## src/hdl/lkvc_pkg.sv

```systemverilog
// ----------------------------------------------------------------------------
// lkvc_pkg: shared types and constants for the LRU key-value cache
// Sizes of the store, field widths, command codes, controller states and the
// command bundle passed from the controller to the datapath.
// ----------------------------------------------------------------------------
package lkvc_pkg;

    // store geometry and field widths
    localparam int ENTRIES    = 8;
    localparam int KEY_BITS   = 16;
    localparam int VALUE_BITS = 32;
    localparam int CAP_BITS   = 4;
    localparam int RANK_W     = $clog2(ENTRIES);
    localparam int CNT_W      = $clog2(ENTRIES + 1);
    localparam int EFF_W      = (CAP_BITS > CNT_W) ? CAP_BITS : CNT_W;

    // configuration port
    localparam int APB_DATA_W = 32;
    localparam int APB_ADDR_W = 3;
    localparam logic REG_CAPACITY = 1'b0;   // word index of the capacity register
    localparam logic [CAP_BITS-1:0] CAPACITY_RESET = CAP_BITS'(8);

    // request operations
    localparam logic CMD_GET = 1'b0;
    localparam logic CMD_PUT = 1'b1;

    // controller states
    typedef enum logic [1:0] {
        S_IDLE,
        S_LOOKUP,
        S_COMMIT
    } t_state;

    // controller to datapath commands
    typedef struct packed {
        logic load_req;   // capture the incoming request
        logic lookup;     // register match, victim and read data
        logic commit;     // update the store and load the result
    } t_dp_cmd;

endpackage

```

## src/hdl/lkvc_ctrl.sv

```systemverilog
// ----------------------------------------------------------------------------
// lkvc_ctrl: request sequencer for the LRU key-value cache
// Takes one request at a time through lookup and commit, and owns the valid
// flag of the result register so a finished result can wait for the sink.
// ----------------------------------------------------------------------------
module lkvc_ctrl
    import lkvc_pkg::*;
(
    input  logic    i_clk,
    input  logic    i_rst_n,
    input  logic    i_in_valid,
    output logic    o_in_stall,
    output logic    o_out_valid,
    input  logic    i_out_stall,
    output t_dp_cmd o_dp_cmd
);

    t_state r_state, n_state;
    logic   r_out_valid, n_out_valid;
    logic   in_xfer;
    logic   out_free;

    // state and result-valid registers
    always_ff @(posedge i_clk) begin
        if (!i_rst_n) begin
            r_state     <= S_IDLE;
            r_out_valid <= 1'b0;
        end else begin
            r_state     <= n_state;
            r_out_valid <= n_out_valid;
        end
    end

    // result slot is free when empty or being taken this cycle
    assign out_free = !r_out_valid || !i_out_stall;
    assign in_xfer  = i_in_valid && (r_state == S_IDLE);

    // next state and commands
    always_comb begin
        n_state          = r_state;
        o_dp_cmd         = '0;
        o_dp_cmd.load_req = in_xfer;
        n_out_valid      = r_out_valid && i_out_stall;
        case (r_state)
            S_IDLE: begin
                if (in_xfer) begin
                    n_state = S_LOOKUP;
                end
            end
            S_LOOKUP: begin
                o_dp_cmd.lookup = 1'b1;
                n_state         = S_COMMIT;
            end
            S_COMMIT: begin
                if (out_free) begin
                    o_dp_cmd.commit = 1'b1;
                    n_out_valid     = 1'b1;
                    n_state         = S_IDLE;
                end
            end
            default: begin
                n_state = S_IDLE;
            end
        endcase
    end

    assign o_in_stall  = (r_state != S_IDLE);
    assign o_out_valid = r_out_valid;

endmodule

```

## src/hdl/lkvc_dp.sv

```systemverilog
// ----------------------------------------------------------------------------
// lkvc_dp: entry store and lookup datapath for the LRU key-value cache
// Holds keys, values, valid flags and recency ranks. Lookup matches all
// entries at once and picks the victim; commit applies the update.
// ----------------------------------------------------------------------------
module lkvc_dp
    import lkvc_pkg::*;
(
    input  logic                  i_clk,
    input  logic                  i_rst_n,
    input  t_dp_cmd               i_dp_cmd,
    input  logic [CAP_BITS-1:0]   i_capacity,
    input  logic                  i_cmd,
    input  logic [KEY_BITS-1:0]   i_key,
    input  logic [VALUE_BITS-1:0] i_value,
    output logic                  o_hit,
    output logic [VALUE_BITS-1:0] o_read_value,
    output logic                  o_evicted,
    output logic [KEY_BITS-1:0]   o_evicted_key
);

    // entry store
    logic [KEY_BITS-1:0]   r_key  [ENTRIES];
    logic [VALUE_BITS-1:0] r_val  [ENTRIES];
    logic [RANK_W-1:0]     r_rank [ENTRIES];
    logic [ENTRIES-1:0]    r_valid;
    logic [CNT_W-1:0]      r_count;

    // captured request
    logic                  r_req_cmd;
    logic [KEY_BITS-1:0]   r_req_key;
    logic [VALUE_BITS-1:0] r_req_value;

    // lookup results
    logic                  r_lk_hit;
    logic [RANK_W-1:0]     r_lk_slot;
    logic [RANK_W-1:0]     r_lk_rank;
    logic [VALUE_BITS-1:0] r_lk_rdval;
    logic                  r_lk_evict;
    logic [RANK_W-1:0]     r_lk_evslot;
    logic [KEY_BITS-1:0]   r_lk_evkey;

    // result register
    logic                  r_hit;
    logic [VALUE_BITS-1:0] r_read_value;
    logic                  r_evicted;
    logic [KEY_BITS-1:0]   r_evicted_key;

    logic [ENTRIES-1:0]    match;
    logic [ENTRIES-1:0]    lru;
    logic                  hit_any;
    logic [RANK_W-1:0]     hit_slot;
    logic [RANK_W-1:0]     lru_slot;
    logic [EFF_W-1:0]      eff_cap;
    logic                  evict;
    logic [ENTRIES-1:0]    keep;
    logic [RANK_W-1:0]     free_slot;

    // parallel match and least-recent search; ranks of valid entries are
    // a permutation of 0..count-1, so the victim holds rank count-1
    always_comb begin
        hit_slot = '0;
        lru_slot = '0;
        for (int i = 0; i < ENTRIES; i++) begin
            match[i] = r_valid[i] && (r_key[i] == r_req_key);
            lru[i]   = r_valid[i] && (CNT_W'(r_rank[i]) == (r_count - CNT_W'(1)));
            if (match[i]) begin
                hit_slot = hit_slot | RANK_W'(i);
            end
            if (lru[i]) begin
                lru_slot = lru_slot | RANK_W'(i);
            end
        end
        hit_any = |match;
    end

    // capacity clamped to 1..ENTRIES
    always_comb begin
        if (i_capacity == '0) begin
            eff_cap = EFF_W'(1);
        end else if (EFF_W'(i_capacity) > EFF_W'(ENTRIES)) begin
            eff_cap = EFF_W'(ENTRIES);
        end else begin
            eff_cap = EFF_W'(i_capacity);
        end
    end

    assign evict = (r_req_cmd == CMD_PUT) && !hit_any && (r_count != '0)
                && (EFF_W'(r_count) >= eff_cap);

    // entries kept on insert, and the lowest free slot among the rest
    always_comb begin
        keep = r_valid;
        if (r_lk_evict) begin
            keep[r_lk_evslot] = 1'b0;
        end
        free_slot = '0;
        for (int i = ENTRIES - 1; i >= 0; i--) begin
            if (!keep[i]) begin
                free_slot = RANK_W'(i);
            end
        end
    end

    // request capture and lookup registers
    always_ff @(posedge i_clk) begin
        if (i_dp_cmd.load_req) begin
            r_req_cmd   <= i_cmd;
            r_req_key   <= i_key;
            r_req_value <= i_value;
        end
        if (i_dp_cmd.lookup) begin
            r_lk_hit    <= hit_any;
            r_lk_slot   <= hit_slot;
            r_lk_rank   <= r_rank[hit_slot];
            r_lk_rdval  <= (hit_any && r_req_cmd == CMD_GET) ? r_val[hit_slot] : '0;
            r_lk_evict  <= evict;
            r_lk_evslot <= lru_slot;
            r_lk_evkey  <= evict ? r_key[lru_slot] : '0;
        end
        if (i_dp_cmd.commit) begin
            r_hit         <= r_lk_hit;
            r_read_value  <= r_lk_rdval;
            r_evicted     <= r_lk_evict;
            r_evicted_key <= r_lk_evkey;
        end
    end

    // key and value store
    always_ff @(posedge i_clk) begin
        if (i_dp_cmd.commit && r_req_cmd == CMD_PUT) begin
            if (r_lk_hit) begin
                r_val[r_lk_slot] <= r_req_value;
            end else begin
                r_key[free_slot] <= r_req_key;
                r_val[free_slot] <= r_req_value;
            end
        end
    end

    // valid flags, recency ranks and fill count
    always_ff @(posedge i_clk) begin
        if (!i_rst_n) begin
            r_valid <= '0;
            r_count <= '0;
            for (int i = 0; i < ENTRIES; i++) begin
                r_rank[i] <= '0;
            end
        end else if (i_dp_cmd.commit) begin
            if (r_lk_hit) begin
                // promote: more recent entries move down one place
                for (int i = 0; i < ENTRIES; i++) begin
                    if (r_valid[i] && (r_rank[i] < r_lk_rank)) begin
                        r_rank[i] <= r_rank[i] + RANK_W'(1);
                    end
                end
                r_rank[r_lk_slot] <= '0;
            end else if (r_req_cmd == CMD_PUT) begin
                // insert: all survivors age, victim cleared, new entry on top
                for (int i = 0; i < ENTRIES; i++) begin
                    if (RANK_W'(i) == free_slot) begin
                        r_rank[i] <= '0;
                    end else if (keep[i]) begin
                        r_rank[i] <= r_rank[i] + RANK_W'(1);
                    end else if (r_lk_evict && (RANK_W'(i) == r_lk_evslot)) begin
                        r_rank[i] <= '0;
                    end
                end
                r_valid <= keep | (ENTRIES'(1) << free_slot);
                if (!r_lk_evict) begin
                    r_count <= r_count + CNT_W'(1);
                end
            end
        end
    end

    assign o_hit         = r_hit;
    assign o_read_value  = r_read_value;
    assign o_evicted     = r_evicted;
    assign o_evicted_key = r_evicted_key;

    // fill count tracks the valid flags
    a_count_matches_valid: assert property (@(posedge i_clk) disable iff (!i_rst_n)
        $countones(r_valid) == int'(r_count))
        else $error("fill count disagrees with valid flags");

    // the store never overfills
    a_count_bounded: assert property (@(posedge i_clk) disable iff (!i_rst_n)
        int'(r_count) <= ENTRIES)
        else $error("fill count above store size");

    // a committed put always leaves at least one entry
    a_put_leaves_entry: assert property (@(posedge i_clk) disable iff (!i_rst_n)
        (i_dp_cmd.commit && r_req_cmd == CMD_PUT) |=> (r_count != '0))
        else $error("store empty after put");

    // a victim is only chosen on a miss
    a_evict_on_miss: assert property (@(posedge i_clk) disable iff (!i_rst_n)
        i_dp_cmd.commit |-> !(r_lk_evict && r_lk_hit))
        else $error("eviction on a hit");

endmodule

```

## src/hdl/lru_key_value_cache.sv

```systemverilog
// ----------------------------------------------------------------------------
// lru_key_value_cache: fully associative key-value cache with LRU replacement
//
//   channel   direction  handshake                    payload
//   request   in         i_in_valid / o_in_stall      i_cmd, i_key, i_value
//   result    out        o_out_valid / i_out_stall    o_hit, o_read_value,
//                                                     o_evicted, o_evicted_key
//   config    in         APB (psel, penable, pwrite)  paddr, pwdata, prdata
//
// Each request goes through capture, parallel lookup over all entries, and
// commit of the store update into the result register. The next request is
// taken in the cycle after commit, while the result may still wait.
// A stalled result holds the commit step until the result register frees.
// Reset clears all valid flags, ranks and the fill count at once; capacity
// resets to the full store.
// ----------------------------------------------------------------------------
module lru_key_value_cache
    import lkvc_pkg::*;
(
    input  logic                  i_clk,
    input  logic                  i_rst_n,
    // request
    input  logic                  i_in_valid,
    output logic                  o_in_stall,
    input  logic                  i_cmd,
    input  logic [KEY_BITS-1:0]   i_key,
    input  logic [VALUE_BITS-1:0] i_value,
    // result
    output logic                  o_out_valid,
    input  logic                  i_out_stall,
    output logic                  o_hit,
    output logic [VALUE_BITS-1:0] o_read_value,
    output logic                  o_evicted,
    output logic [KEY_BITS-1:0]   o_evicted_key,
    // configuration
    input  logic                  psel,
    input  logic                  penable,
    input  logic                  pwrite,
    input  logic [APB_ADDR_W-1:0] paddr,
    input  logic [APB_DATA_W-1:0] pwdata,
    output logic [APB_DATA_W-1:0] prdata,
    output logic                  pready
);

    logic [CAP_BITS-1:0] r_capacity;
    t_dp_cmd             dp_cmd;
    logic                cap_sel;

    // capacity register
    assign cap_sel = (paddr[APB_ADDR_W-1] == REG_CAPACITY);

    always_ff @(posedge i_clk) begin
        if (!i_rst_n) begin
            r_capacity <= CAPACITY_RESET;
        end else if (psel && penable && pwrite && cap_sel) begin
            r_capacity <= pwdata[CAP_BITS-1:0];
        end
    end

    assign prdata = cap_sel ? APB_DATA_W'(r_capacity) : '0;
    assign pready = 1'b1;

    lkvc_ctrl u_ctrl (
        .i_clk       (i_clk),
        .i_rst_n     (i_rst_n),
        .i_in_valid  (i_in_valid),
        .o_in_stall  (o_in_stall),
        .o_out_valid (o_out_valid),
        .i_out_stall (i_out_stall),
        .o_dp_cmd    (dp_cmd)
    );

    lkvc_dp u_dp (
        .i_clk         (i_clk),
        .i_rst_n       (i_rst_n),
        .i_dp_cmd      (dp_cmd),
        .i_capacity    (r_capacity),
        .i_cmd         (i_cmd),
        .i_key         (i_key),
        .i_value       (i_value),
        .o_hit         (o_hit),
        .o_read_value  (o_read_value),
        .o_evicted     (o_evicted),
        .o_evicted_key (o_evicted_key)
    );

endmodule

```

## config.mk

```make
export PLATFORM = sky130hd
export DESIGN_NAME = lru_key_value_cache
export DESIGN_NICKNAME = d
export VERILOG_FILES = /design/src/hdl/lkvc_pkg.sv /design/src/hdl/lkvc_ctrl.sv /design/src/hdl/lkvc_dp.sv /design/src/hdl/lru_key_value_cache.sv
export SDC_FILE = /design/constraint.sdc
export NUM_CORES = 1
export LEC_CHECK = 0
export BUFFER_PORTS_ARGS = -buffer_cell sky130_fd_sc_hd__buf_2
export CAP_MARGIN = 40
export CORE_ASPECT_RATIO = 1.75
export CORE_MARGIN = 1.5
export CORE_UTILIZATION = 30
export DETAILED_ROUTE_END_ITERATION = 12
export GPL_ROUTABILITY_DRIVEN = 0
export PLACE_DENSITY_LB_ADDON = 0.05
export SYNTH_ARGS = -nofsm -noshare
export SYNTH_HDL_FRONTEND = slang
export SYNTH_SLANG_ARGS = --single-unit
```

## constraint.sdc

```tcl
create_clock -name i_clk -period 5.9 [get_ports i_clk]
set_input_delay 0.885 -clock i_clk [delete_from_list [all_inputs] [get_ports i_clk]]
set_output_delay 0.885 -clock i_clk [all_outputs]
set_load 0.02 [all_outputs]
```

==> tab_implementation.tex, run 1 <==
\begin{tabular}{lr}
\hline
Metric & Value \\
\hline
\multicolumn{2}{l}{\textbf{Status}} \\
Outcome & finished, final reports clean \\
\multicolumn{2}{l}{\textbf{Synthesis}} \\
Post-synthesis instance total & 1,821 \\
Share of the synthesized area in the top cell type & between 60\% and 70\% \\
Yosys top cell by area & sky130\_fd\_sc\_hd\_\_edfxtp\_1 \\
Compound-Gate Fraction of Synth Area & under 10\% \\
Proportion of synthesized area in mux cells & between 8 and 9\% \\
Post-synthesis cell area & between 20,000 and 30,000 um\^{}2 \\
Syn Area/Cell & roughly 14 um\^{}2 \\
Sequential fraction of the synthesis area & approximately 66\% \\
Adder and majority cell fraction of the synthesized area & approximately 1.4\% \\
Primary FF master, synth & sky130\_fd\_sc\_hd\_\_edfxtp\_1 \\
Number of distinct library cell variants in the gate-level netlist after synthesis & 73 \\
Simple-gate portion of the synthesized area & around 7.4\% \\
Fraction of registers with async set or reset after synthesis & 0\% \\
EDFF count, synth & 542 \\
Count of yosys warnings during synthesis & 0 \\
Cells taking the most area after synthesis & sky130\_fd\_sc\_hd\_\_edfxtp\_1 (62\%), sky130\_fd\_sc\_hd\_\_mux2i\_1 (4.7\%), sky130\_fd\_sc\_hd\_\_xnor2\_1 (4.7\%) \\
Register bit total from synthesis & between 500 and 600 \\
Combinational family with the most area after synthesis & multiplexers \\
Post-synthesis share of cell area spent on xor and xnor gates & 5.30\% \\
\multicolumn{2}{l}{\textbf{Setup path}} \\
Startpoint class of the critical path & register \\
Cell family with the largest share of critical-path delay & simple AND/OR/NAND/NOR gates \\
Worst setup EP type & register \\
Slowest cell delay on critical path & a little over 700 ps \\
Length in cells of the worst reg-to-reg path & 9 \\
Worst setup path endpoint & u\_dp.r\_lk\_rdval[2] \\
Number of cells on the critical path & 9 \\
Required time at the worst-slack endpoint & approximately 6300 ps \\
Endpoint arrival time on the critical path & approximately 4700 ps \\
Largest driver fanout on the critical path & between 40 and 50 \\
Class of the most critical setup path & register to register \\
Cells along the critical path & xnor2\_1 > nand4\_1 > or3\_1 > nor3\_2 > or4\_4 > buf\_4 > mux2\_4 > o211ai\_2 > a21oi\_1 \\
Critical path origin & u\_dp.r\_req\_key[1] \\
Worst r2r src & u\_dp.r\_req\_key[1] \\
Reg2reg setup slack & $\sim$1500 ps \\
Cell at the slowest stage of the critical path & sky130\_fd\_sc\_hd\_\_or4\_4 \\
Buffers \& Inverters on Critical Path & 1 \\
Reg-to-Reg End & u\_dp.r\_lk\_rdval[2] \\
\multicolumn{2}{l}{\textbf{CTS}} \\
Inserted Clock Buffers & 59 \\
Maximum clock path buffer count & 3 \\
\# H-tree levels & 2 \\
Clock transition at the registers of the reported paths & 70 ps \\
Clock latency of the later-clocked register in the worst-skew pair & about 660 ps \\
Clk sinks & a little under 600 \\
Number of buffers added to fix hold violations after cts & 0 \\
CTS tree & done \\
\# Post-CTS Setup Buffers & 0 \\
Clock Tree Root & sky130\_fd\_sc\_hd\_\_clkbuf\_16 \\
Number of gates given a new drive strength after cts & 0 \\
\multicolumn{2}{l}{\textbf{Pwr}} \\
Part of the power in registers & $\sim$52\% \\
Leak & 10.0 nW \\
Combinational group share of total power & a little under 3\% \\
Fraction of power spent switching nets & between 20\% and 30\% \\
Clk pwr share & about 45\% \\
Internal Dissipation & 0.00701 W \\
IR Drop Worst-Case VDD & 0.215 mV \\
Total net switching power & between 0.0015 and 0.002 W \\
Power density normalized to cell area & just under 300 nW/um\^{}2 \\
\multicolumn{2}{l}{\textbf{Die}} \\
Core area & approximately 86,000 um\^{}2 \\
DIE AREA & 88,800 um\^{}2 \\
Die H & 393 um \\
Num rows & around 140 \\
Initial Util & 30.4\% \\
Count of boundary I/O pins & 176 \\
Overall die width & approximately 230 um \\
\multicolumn{2}{l}{\textbf{Global route}} \\
GRT Resource Usage Total & between 10\% and 20\% \\
GRT Residual Overflow & 0 \\
Vias in the first global route & between 15k and 20k \\
Global-route wire length before repair & 112 mm \\
Number of antenna violations at the first check in global routing & 1 \\
Pin count of the biggest net entering global routing & between 50 and 60 \\
\multicolumn{2}{l}{\textbf{Cells and area}} \\
Storage element area & between 15,000 and 20,000 um\^{}2 \\
Multi-input gate area in the final layout & around 8200 um\^{}2 \\
Share of final-layout standard cells stronger than drive strength 1 & 20.1\% \\
Layout fillers & $\sim$8.3k \\
Growth of design area from synthesis to finish & 16.3\% \\
Number of diodes added for antenna fixing & 0 \\
Top library cells by usage in the layout, fill and taps aside & sky130\_fd\_sc\_hd\_\_edfxtp\_1 (542), sky130\_fd\_sc\_hd\_\_xnor2\_1 (139), sky130\_fd\_sc\_hd\_\_mux2i\_1 (122), sky130\_fd\_sc\_hd\_\_nand3\_1 (116), sky130\_fd\_sc\_hd\_\_buf\_2 (116) \\
Nets & between 2k and 2.5k \\
Most frequent standard cell in the layout excluding fill and tap cells & sky130\_fd\_sc\_hd\_\_edfxtp\_1 \\
\multicolumn{2}{l}{\textbf{Routing}} \\
DRC violations left & 0 \\
Post-DRT Antenna Nets & 0 \\
Wire length per cell after detailed routing & about 24 um \\
Drt pass-1 iters & 5 \\
Final Routed Wirelength & 76.9 mm \\
Via/cell ratio & 4.83 \\
Total number of vias & $\sim$15k \\
DRT iter0 DRCs & about 1.1k \\
\multicolumn{2}{l}{\textbf{STA}} \\
Shortest clock period the worst path allows after layout & 4380 ps \\
Max Clock Freq & 0.228 GHz \\
Count of pins over their slew limit & 0 \\
Unrepaired setup endpoints after global routing & false \\
Hold Vio Cnt, Final & 0 \\
Period utilization & 74.3\% \\
Accumulated negative setup slack & 0 ps \\
Worst clock skew & between 50 and 60 ps \\
Measured slew at the worst slew-check pin & roughly 850 ps \\
Headroom to the max-slew limit & approximately 43\% \\
Setup violations, final & 0 \\
Final worst setup slack & 1520 ps \\
\multicolumn{2}{l}{\textbf{Hold path}} \\
Worst min path class & primary input to register \\
\multicolumn{2}{l}{\textbf{Placement}} \\
Dpl hpwl & approximately 51 mm \\
Port buffer count & 116 \\
Worst slack at placement & approximately 1400 ps \\
\multicolumn{2}{l}{\textbf{Flow run}} \\
Number of max-cap violations & 0 \\
\hline
\end{tabular}
-- logic make-up after synthesis --
kind of cell | count (synthesis)
flip-flops | 585
AND/OR/NAND/NOR | 367
AO/OA/AOI/OAI | 294
buffers and inverters | 195
multiplexers | 191
XOR/XNOR | 157
adder cells (fa/ha/maj) | 30
other | 2
-- registers in the layout (all words and copies together) (netlist names), 16 cells and up --
name,count
u_dp.r_lk_rdval,32
u_dp.o_evicted_key,16
u_dp.r_lk_evkey,16
u_dp.r_req_value,32
u_dp.r_key,128
u_dp.o_read_value,32
u_dp.r_val,256
u_dp.r_rank,24
u_dp.r_req_key,16
-- metrics by stage --
stage	utilization (%)	area, um^2	total power (W)	hold slack [ps]	std cells
floorplan	-	26200	0.00492	400	1848
global placement	32.7	28000	0.00504	403	3032
detailed placement	32.9	28200	0.00505	405	3041
CTS	35.3	30300	0.00913	338	3152
global route	35.3	30300	0.00929	356	3152
finish	35.3	30300	0.00898	393	3152
-- worst min path at each step --
stage / start / to / slack [ps] / cells after the start
6_report: i_value[10] / u_dp.r_req_value[10] / 390 / 1
3_3_place_gp: u_dp.r_lk_evkey[6] / u_dp.o_evicted_key[6] / 400 / 0
3_5_place_dp: u_dp.r_lk_rdval[5] / u_dp.o_read_value[5] / 400 / 0
4_1_cts: i_value[10] / u_dp.r_req_value[10] / 340 / 1
5_1_grt: i_value[24] / u_dp.r_req_value[24] / 360 / 1
2_1_floorplan: u_dp.r_lk_evkey[0] / u_dp.o_evicted_key[0] / 400 / 0
-- cell type report --
cell class | instances | area share (%)
Timing Repair Buffer | 178 | 4.03
Multi-Input combinational cell | 1068 | 27.1
Clock buffer | 76 | 5.39
Tap cell | 1152 | 4.75
Sequential cell | 585 | 56.5
Inverter | 58 | 0.718
Clock inverter | 35 | 1.49
-- per-layer routing --
metal	GRT usage [%]	wire length [um]	share of wire (%)
met5	0	8	0.010
met3	2.01	2190	2.8
met4	5.09	1930	2.5
met2	34.8	43800	57
met1	19.1	29000	38
-- power groups by stage --
stage | clock (W) | combinational (W) | sequential (W)
after global placement | 0 | 0.000262 | 0.00477
final | 0.00403 | 0.000260 | 0.00469
after global routing | 0.00431 | 0.000284 | 0.00470
after CTS | 0.00417 | 0.000271 | 0.00469
after floorplan | 0 | 0.000179 | 0.00474
after detailed placement | 0 | 0.000270 | 0.00478
-- cells in the mapped netlist, types with 4 or more instances --
cell / count
sky130_fd_sc_hd__nand4b_1: 7
sky130_fd_sc_hd__mux2i_1: 122
sky130_fd_sc_hd__dfxtp_1: 43
sky130_fd_sc_hd__buf_2: 23
sky130_fd_sc_hd__a21oi_1: 60
sky130_fd_sc_hd__a21o_1: 6
sky130_fd_sc_hd__nand2b_1: 12
sky130_fd_sc_hd__and2_1: 8
sky130_fd_sc_hd__nand3b_1: 6
sky130_fd_sc_hd__a22oi_1: 7
sky130_fd_sc_hd__o21a_1: 9
sky130_fd_sc_hd__edfxtp_1: 542
sky130_fd_sc_hd__inv_1: 57
sky130_fd_sc_hd__o21ai_0: 60
sky130_fd_sc_hd__mux2_1: 6
sky130_fd_sc_hd__nor4_1: 10
sky130_fd_sc_hd__ha_1: 30
sky130_fd_sc_hd__nand4_1: 34
sky130_fd_sc_hd__o211ai_1: 71
sky130_fd_sc_hd__mux2_2: 32
sky130_fd_sc_hd__xor2_1: 17
sky130_fd_sc_hd__buf_1: 8
sky130_fd_sc_hd__nor2b_1: 16
sky130_fd_sc_hd__a31oi_1: 4
sky130_fd_sc_hd__nor2_1: 70
sky130_fd_sc_hd__a21boi_0: 11
sky130_fd_sc_hd__nand3_1: 116
sky130_fd_sc_hd__a22o_1: 4
sky130_fd_sc_hd__o21ai_1: 4
sky130_fd_sc_hd__and3_1: 4
sky130_fd_sc_hd__buf_4: 44
sky130_fd_sc_hd__buf_6: 15
sky130_fd_sc_hd__o211ai_2: 31
sky130_fd_sc_hd__clkbuf_1: 46
sky130_fd_sc_hd__nor3_1: 16
sky130_fd_sc_hd__nand2_1: 48
sky130_fd_sc_hd__mux2_4: 31
sky130_fd_sc_hd__xnor2_1: 139
sky130_fd_sc_hd__a211oi_1: 5
Power figures use the tool's default switching activity.
==> run 2, diff against run 1 <==
--- a/config.mk
+++ b/config.mk
@@ -5,6 +5,7 @@
 export SDC_FILE = /design/constraint.sdc
 export NUM_CORES = 1
 export LEC_CHECK = 0
+export ABC_AREA = 1
 export BUFFER_PORTS_ARGS = -buffer_cell sky130_fd_sc_hd__buf_2
 export CAP_MARGIN = 40
 export CORE_ASPECT_RATIO = 1.75
==> constraint.sdc (replaced) <==
create_clock -name i_clk -period 3.8 [get_ports i_clk]
set_input_delay 0.57 -clock i_clk [delete_from_list [all_inputs] [get_ports i_clk]]
set_output_delay 0.57 -clock i_clk [all_outputs]
set_load 0.02 [all_outputs]
==> run 2 against run 1 <==
  * Final cell count up 24%
  * Critical path depth up 4
  * Largest cell class unchanged
  * Design area up 1.6%
  * Register-to-register slack worse by 1200 ps
  * Synthesized cell count up 39%
  * Critical endpoint is now u_dp.r_lk_evkey[3]
  * Clock power up 52%
  * Highest routed layer is now met4
  * Via count up 19%
  * Worst hold slack worse by 300 ps
  * Power up 54%
  * Sequential power up 54%
  * Maximum frequency up 28%
==> tab_implementation.tex, run 2 <==
\begin{tabular}{lr}
\hline
Metric & Value \\
\hline
\multicolumn{2}{l}{\textbf{CTS}} \\
\# Post-CTS Setup Buffers & 0 \\
Number of gates given a new drive strength after cts & 0 \\
Clk sinks & approximately 590 \\
Clock latency of the later-clocked register in the worst-skew pair & 650 ps \\
Maximum clock path buffer count & 3 \\
Inserted Clock Buffers & a little under 60 \\
\# H-tree levels & 2 \\
Number of buffers added to fix hold violations after cts & 0 \\
Clock Tree Root & sky130\_fd\_sc\_hd\_\_clkbuf\_16 \\
Clock transition at the registers of the reported paths & roughly 70 ps \\
CTS tree & done \\
\multicolumn{2}{l}{\textbf{Global route}} \\
Pin count of the biggest net entering global routing & 70 \\
GRT Residual Overflow & 0 \\
Vias in the first global route & between 15k and 20k \\
GRT Resource Usage Total & 18.7\% \\
Number of antenna violations at the first check in global routing & 0 \\
Global-route wire length before repair & approximately 120 mm \\
\multicolumn{2}{l}{\textbf{Die}} \\
Initial Util & a little under a third \\
Overall die width & between 200 and 250 um \\
Die H & a little under 400 um \\
Core area & 86,600 um\^{}2 \\
DIE AREA & 89,100 um\^{}2 \\
Num rows & $\sim$140 \\
Count of boundary I/O pins & between 150 and 200 \\
\multicolumn{2}{l}{\textbf{Synthesis}} \\
Most common cell in the synthesized netlist & sky130\_fd\_sc\_hd\_\_edfxtp\_1 \\
Post-synthesis instance total & 2,536 \\
Syn Area/Cell & around 10 um\^{}2 \\
Post-synthesis cell area & about 26,000 um\^{}2 \\
Register bit total from synthesis & $\sim$590 \\
Count of yosys warnings during synthesis & 0 \\
Primary FF master, synth & sky130\_fd\_sc\_hd\_\_edfxtp\_1 \\
Fraction of registers with async set or reset after synthesis & 0\% \\
Share of the synthesized area in the top cell type & 62.2\% \\
List of most frequent post-synthesis cells & sky130\_fd\_sc\_hd\_\_edfxtp\_1 (542), sky130\_fd\_sc\_hd\_\_nand2\_1 (524), sky130\_fd\_sc\_hd\_\_nor2\_1 (368) \\
Cells taking the most area after synthesis & sky130\_fd\_sc\_hd\_\_edfxtp\_1 (62\%), sky130\_fd\_sc\_hd\_\_nand2\_1 (7.5\%), sky130\_fd\_sc\_hd\_\_nor2\_1 (5.3\%) \\
Sequential fraction of the synthesis area & between 60\% and 70\% \\
Yosys top cell by area & sky130\_fd\_sc\_hd\_\_edfxtp\_1 \\
EDFF count, synth & between 500 and 600 \\
Number of distinct library cell variants in the gate-level netlist after synthesis & 41 \\
\multicolumn{2}{l}{\textbf{Cells and area}} \\
Number of diodes added for antenna fixing & 0 \\
Final design instance area without fill & roughly 31,000 um\^{}2 \\
Share of final-layout standard cells stronger than drive strength 1 & about an eighth \\
Top library cells by usage in the layout, fill and taps aside & sky130\_fd\_sc\_hd\_\_edfxtp\_1 (542), sky130\_fd\_sc\_hd\_\_nand2\_1 (523), sky130\_fd\_sc\_hd\_\_nor2\_1 (356), sky130\_fd\_sc\_hd\_\_inv\_1 (269), sky130\_fd\_sc\_hd\_\_nand3\_1 (167) \\
Storage element area & approximately 17,000 um\^{}2 \\
Final standard cell utilization of the core & between 30\% and 40\% \\
Multi-input gate area in the final layout & 7460 um\^{}2 \\
Most frequent standard cell in the layout excluding fill and tap cells & sky130\_fd\_sc\_hd\_\_edfxtp\_1 \\
Most flops, register & u\_dp.r\_val \\
Nets & between 2k and 3k \\
Growth of design area from synthesis to finish & 17.7\% \\
Top Registers & u\_dp.r\_val x256, u\_dp.r\_key x128 \\
Layout fillers & slightly below 9k \\
Largest register FFs & roughly 260 \\
\multicolumn{2}{l}{\textbf{STA}} \\
Setup violations, final & 0 \\
Worst hold margin & approximately 93 ps \\
Accumulated negative setup slack & 0 ps \\
Hold Vio Cnt, Final & 0 \\
Period utilization & 90.5\% \\
Worst clock skew & $\sim$40 ps \\
Headroom to the max-slew limit & between 40\% and 50\% \\
Unrepaired setup endpoints after global routing & false \\
Max Clock Freq & 0.291 GHz \\
Shortest clock period the worst path allows after layout & approximately 3400 ps \\
Count of pins over their slew limit & 0 \\
Measured slew at the worst slew-check pin & approximately 800 ps \\
\multicolumn{2}{l}{\textbf{Pwr}} \\
Leak & 11.9 nW \\
Power density normalized to cell area & approximately 450 nW/um\^{}2 \\
Power Total & between 0.01 and 0.015 W \\
IR Drop Worst-Case VDD & around 0.38 mV \\
\multicolumn{2}{l}{\textbf{Routing}} \\
Wire length per cell after detailed routing & 21.2 um \\
DRC violations left & 0 \\
Via/cell ratio & around 4.6 \\
Drt pass-1 iters & 5 \\
Post-DRT Antenna Nets & 0 \\
DRT iter0 DRCs & 1,073 \\
Total number of vias & between 15k and 20k \\
Final Routed Wirelength & $\sim$83 mm \\
\multicolumn{2}{l}{\textbf{Placement}} \\
Area after detailed placement & 28,800 um\^{}2 \\
Dpl hpwl & around 56 mm \\
Port buffer count & 116 \\
\multicolumn{2}{l}{\textbf{Setup path}} \\
Largest driver fanout on the critical path & 17 \\
Startpoint class of the critical path & register \\
Required time at the worst-slack endpoint & 4290 ps \\
Worst setup EP type & register \\
Endpoint arrival time on the critical path & 3930 ps \\
Reg2reg setup slack & 360 ps \\
Class of the most critical setup path & register to register \\
\multicolumn{2}{l}{\textbf{Status}} \\
Outcome & finished, final reports clean \\
\multicolumn{2}{l}{\textbf{Hold path}} \\
Worst min path class & primary input to register \\
\multicolumn{2}{l}{\textbf{Flow run}} \\
Number of max-cap violations & 0 \\
\hline
\end{tabular}
## run 2: cell count changes after synthesis, moves of 46 or more
| cell | previous run | this run |
|---|---|---|
| sky130_fd_sc_hd__mux2i_1 | 122 | 0 |
| sky130_fd_sc_hd__o21ai_0 | 60 | 139 |
| sky130_fd_sc_hd__o211ai_1 | 71 | 9 |
| sky130_fd_sc_hd__nand2_1 | 48 | 524 |
| sky130_fd_sc_hd__nor2_1 | 70 | 368 |
| sky130_fd_sc_hd__xnor2_1 | 139 | 11 |
| sky130_fd_sc_hd__nand3_1 | 116 | 167 |
| sky130_fd_sc_hd__o21ai_1 | 4 | 50 |
| sky130_fd_sc_hd__inv_1 | 57 | 270 |
## run 2: worst paths after layout
path,from,to,cells past startpoint
worst max-delay path,u_dp.r_req_key[15],u_dp.r_lk_evkey[3],13
worst min-delay path,i_value[13],u_dp.r_req_value[13],1
worst max register to register,u_dp.r_req_key[15],u_dp.r_lk_evkey[3],13
worst min register to register,u_dp.r_lk_evkey[1],u_dp.o_evicted_key[1],0
## run 2: cells by family after synthesis
logic type | after synthesis | synth area share (%)
AOI/OAI and AO/OA | 332 | 6.70
and+or+nand+nor | 1121 | 17.4
other | 2 | 0.0287
DFF | 585 | 65.5
adders and majority gates | 30 | 1.43
buffers and inverters | 406 | 6.78
xor gates and xnor gates | 60 | 2.11
## run 2: critical path: stages (launching register included)
cell and delay [ps]:
sky130_fd_sc_hd__edfxtp_1 630, sky130_fd_sc_hd__nor2_1 520, sky130_fd_sc_hd__nor3_1 120, sky130_fd_sc_hd__nand2_1 140, sky130_fd_sc_hd__nor2_1 50, sky130_fd_sc_hd__nand3_1 190
sky130_fd_sc_hd__nand2_1 210, sky130_fd_sc_hd__nor2_4 140, sky130_fd_sc_hd__nand4_2 230, sky130_fd_sc_hd__nor2_2 210, sky130_fd_sc_hd__buf_12 170, sky130_fd_sc_hd__nand2_1 80
sky130_fd_sc_hd__nor2_1 370, sky130_fd_sc_hd__buf_4 180
## run 2: routing by layer
layer  vias up  global-route usage [%]  share of wire [%]
li1       8797                       -                  -
met1      8826                    19.8                 37
met2       412                    36.3                 55
met3       142                    2.10                3.1
met4         0                    8.32                4.6
met5         -                       0                  0
## run 2: area by class of cell
type	count	share of cell area, %
Tap cell	1160	4.71
Clock inverter	43	1.56
Timing Repair Buffer	216	5.50
Multi-Input combinational cell	1572	24.2
Inverter	279	3.40
Sequential cell	585	55.6
Clock buffer	67	4.96
## run 2: stage by stage
stage | setup WS [ps] | std cells
after floorplan | 297 | 2563
after global placement | 433 | 3811
after detailed placement | 417 | 3812
after CTS | 398 | 3922
after global routing | 209 | 3922
final | 362 | 3922
## run 2: power by group
part           leakage [nW]  switching [W]  internal (W)
Sequential             5.29       0.000102       0.00714
Combinational          5.64       0.000343      0.000138
Clock                 0.967        0.00263       0.00350
==> run 3, diff against run 2 <==
--- a/config.mk
+++ b/config.mk
@@ -5,7 +5,7 @@
 export SDC_FILE = /design/constraint.sdc
 export NUM_CORES = 1
 export LEC_CHECK = 0
-export ABC_AREA = 1
+export ABC_AREA = 0
 export BUFFER_PORTS_ARGS = -buffer_cell sky130_fd_sc_hd__buf_2
 export CAP_MARGIN = 40
 export CORE_ASPECT_RATIO = 1.75
==> run 3 against run 2 <==
  * Clock skew shrank 3.5 ps
  * Via count shrank 16%
  * First-iteration DRC count is 27% lower
  * Design area decreased by 0.16%
  * Largest power group unchanged
==> tab_implementation.tex, run 3 (synthesized netlist as in run 1, its figures left out) <==
\begin{tabular}{lr}
\hline
Metric & Value \\
\hline
\multicolumn{2}{l}{\textbf{STA}} \\
Unrepaired setup endpoints after global routing & false \\
Measured slew at the worst slew-check pin & roughly 830 ps \\
Setup violations, final & 0 \\
Period utilization & 93.6\% \\
Hold Vio Cnt, Final & 0 \\
Shortest clock period the worst path allows after layout & between 3000 and 4000 ps \\
Count of pins over their slew limit & 0 \\
Worst clock skew & 36.3 ps \\
Accumulated negative setup slack & 0 ps \\
Headroom to the max-slew limit & 44.1\% \\
Max Clock Freq & roughly 0.28 GHz \\
\multicolumn{2}{l}{\textbf{CTS}} \\
\# H-tree levels & 2 \\
CTS tree & done \\
Clock Tree Root & sky130\_fd\_sc\_hd\_\_clkbuf\_16 \\
Inserted Clock Buffers & 60 \\
Clk sinks & around 590 \\
Maximum clock path buffer count & 3 \\
Clock latency of the later-clocked register in the worst-skew pair & between 600 and 700 ps \\
Number of gates given a new drive strength after cts & 0 \\
Number of buffers added to fix hold violations after cts & 0 \\
Clock transition at the registers of the reported paths & 60 ps \\
\# Post-CTS Setup Buffers & 0 \\
\multicolumn{2}{l}{\textbf{Cells and area}} \\
Final standard cell utilization of the core & a little over a third \\
Share of final-layout standard cells stronger than drive strength 1 & a little over a fifth \\
Most frequent standard cell in the layout excluding fill and tap cells & sky130\_fd\_sc\_hd\_\_edfxtp\_1 \\
Layout fillers & just over 8k \\
Top Registers & u\_dp.r\_val x256, u\_dp.r\_key x128 \\
Most flops, register & u\_dp.r\_val \\
Nets & between 2k and 2.5k \\
Largest register FFs & between 200 and 300 \\
Post-route non-filler standard cell count & $\sim$3.2k \\
Top library cells by usage in the layout, fill and taps aside & sky130\_fd\_sc\_hd\_\_edfxtp\_1 (542), sky130\_fd\_sc\_hd\_\_xnor2\_1 (139), sky130\_fd\_sc\_hd\_\_mux2i\_1 (122), sky130\_fd\_sc\_hd\_\_nand3\_1 (116), sky130\_fd\_sc\_hd\_\_buf\_2 (116) \\
Growth of design area from synthesis to finish & 17.9\% \\
Number of diodes added for antenna fixing & 0 \\
\multicolumn{2}{l}{\textbf{Hold path}} \\
Worst min path class & primary input to register \\
Hold-critical path depth & 1 \\
WHS Endpoint & u\_dp.r\_req\_value[13] \\
Min-delay src & i\_value[13] \\
\multicolumn{2}{l}{\textbf{Global route}} \\
GRT Residual Overflow & 0 \\
GRT Resource Usage Total & 17.7\% \\
Number of antenna violations at the first check in global routing & 1 \\
Vias in the first global route & between 15k and 20k \\
Global-route wire length before repair & $\sim$110 mm \\
Pin count of the biggest net entering global routing & slightly above 100 \\
\multicolumn{2}{l}{\textbf{Setup path}} \\
Length in cells of the worst reg-to-reg path & 8 \\
Worst r2r src & u\_dp.r\_req\_key[11] \\
Worst setup EP type & register \\
Required time at the worst-slack endpoint & 4300 ps \\
Startpoint class of the critical path & register \\
Reg2reg setup slack & about 240 ps \\
Class of the most critical setup path & register to register \\
Largest driver fanout on the critical path & 17 \\
Reg-to-Reg End & u\_dp.r\_lk\_rdval[17] \\
Endpoint arrival time on the critical path & slightly above 4000 ps \\
\multicolumn{2}{l}{\textbf{Pwr}} \\
Leak & between 10 and 15 nW \\
IR Drop Worst-Case VDD & 0.383 mV \\
Power density normalized to cell area & about 450 nW/um\^{}2 \\
\multicolumn{2}{l}{\textbf{Die}} \\
Core area & approximately 86,000 um\^{}2 \\
Initial Util & between 30 and 40\% \\
Count of boundary I/O pins & around 180 \\
DIE AREA & a little under 90,000 um\^{}2 \\
Num rows & between 100 and 150 \\
Overall die width & $\sim$230 um \\
Die H & roughly 400 um \\
\multicolumn{2}{l}{\textbf{Routing}} \\
DRT iter0 DRCs & just under 800 \\
Post-DRT Antenna Nets & 0 \\
DRC violations left & 0 \\
Wire length per cell after detailed routing & 24.4 um \\
Drt pass-1 iters & 4 \\
Final Routed Wirelength & approximately 78 mm \\
Via/cell ratio & 4.79 \\
Total number of vias & 15.3k \\
\multicolumn{2}{l}{\textbf{Placement}} \\
Placed instance count & $\sim$3k \\
Port buffer count & roughly 120 \\
Dpl hpwl & slightly above 50 mm \\
\multicolumn{2}{l}{\textbf{Flow run}} \\
Number of max-cap violations & 0 \\
\multicolumn{2}{l}{\textbf{Status}} \\
Outcome & finished, final reports clean \\
\hline
\end{tabular}
## run 3: cell count changes in the layout (fill, tap and decap cells not counted), sizes merged, moves of 16 or more
cell,delta
o21ai,-125
mux2,+69
xnor2,+128
nand2,-478
a21oi,-35
nor2,-303
o22ai,-24
inv,-217
o211ai,+93
nand3,-50
nor2b,+16
xor2,-31
mux2i,+122
## run 3: critical path, cell delays in order, from the launching register on
cell	delay [ps]
sky130_fd_sc_hd__edfxtp_1	780
sky130_fd_sc_hd__xnor2_1	350
sky130_fd_sc_hd__nand3_1	210
sky130_fd_sc_hd__nor3_1	80
sky130_fd_sc_hd__a22o_1	350
sky130_fd_sc_hd__nor3_2	740
sky130_fd_sc_hd__buf_4	530
sky130_fd_sc_hd__o211ai_2	140
sky130_fd_sc_hd__a21oi_1	200
## run 3: worst max path at each step
stage / startpoint / endpoint
4_1_cts: u_dp.r_req_key[4] / u_dp.r_lk_rdval[3]
2_1_floorplan: u_dp.r_lk_evict / u_dp.r_val[0][0]
3_3_place_gp: u_dp.r_req_key[4] / u_dp.r_lk_rdval[3]
6_report: u_dp.r_req_key[11] / u_dp.r_lk_rdval[17]
3_5_place_dp: u_dp.r_req_key[4] / u_dp.r_lk_rdval[3]
5_1_grt: u_dp.r_req_key[11] / u_dp.r_lk_rdval[17]
## run 3: layout make-up
type	instances	area, um^2	share of cell area [%]
tap	1152	1440	4.69
multi-input combinational	1068	8210	26.7
sequential	585	17100	55.7
inverter	58	218	0.708
clock buffer	66	1520	4.96
timing repair buffer	221	1690	5.51
clock inverter	47	529	1.72
## run 3: report_power, final
part	switching (W)	internal (W)
registers	0.000117	0.00714
logic	0.000292	0.000157
clock network	0.00269	0.00347
## run 3: stage by stage
| step | setup WS, ps | hold WS [ps] | power, W | instance area [um^2] |
|---|---|---|---|---|
| finish | 243 | 78.4 | 0.0139 | 30800 |
| global route | 96.1 | 30.0 | 0.0143 | 30800 |
| CTS | 190 | 14.4 | 0.0141 | 30800 |
| detailed placement | 224 | 405 | 0.00786 | 28700 |
| global placement | 246 | 402 | 0.00785 | 28700 |
| floorplan | 163 | 400 | 0.00763 | 26200 |
## run 3: per-layer routing
metal / routed length [um] / track usage, % / vias up
met2: 42500 / 33.9 / 314
met1: 29000 / 18.5 / 7664
met3: 2350 / 2.35 / 157
met4: 4100 / 9.12 / 2
met5: 17 / 0 / -
li1: - / - / 7165
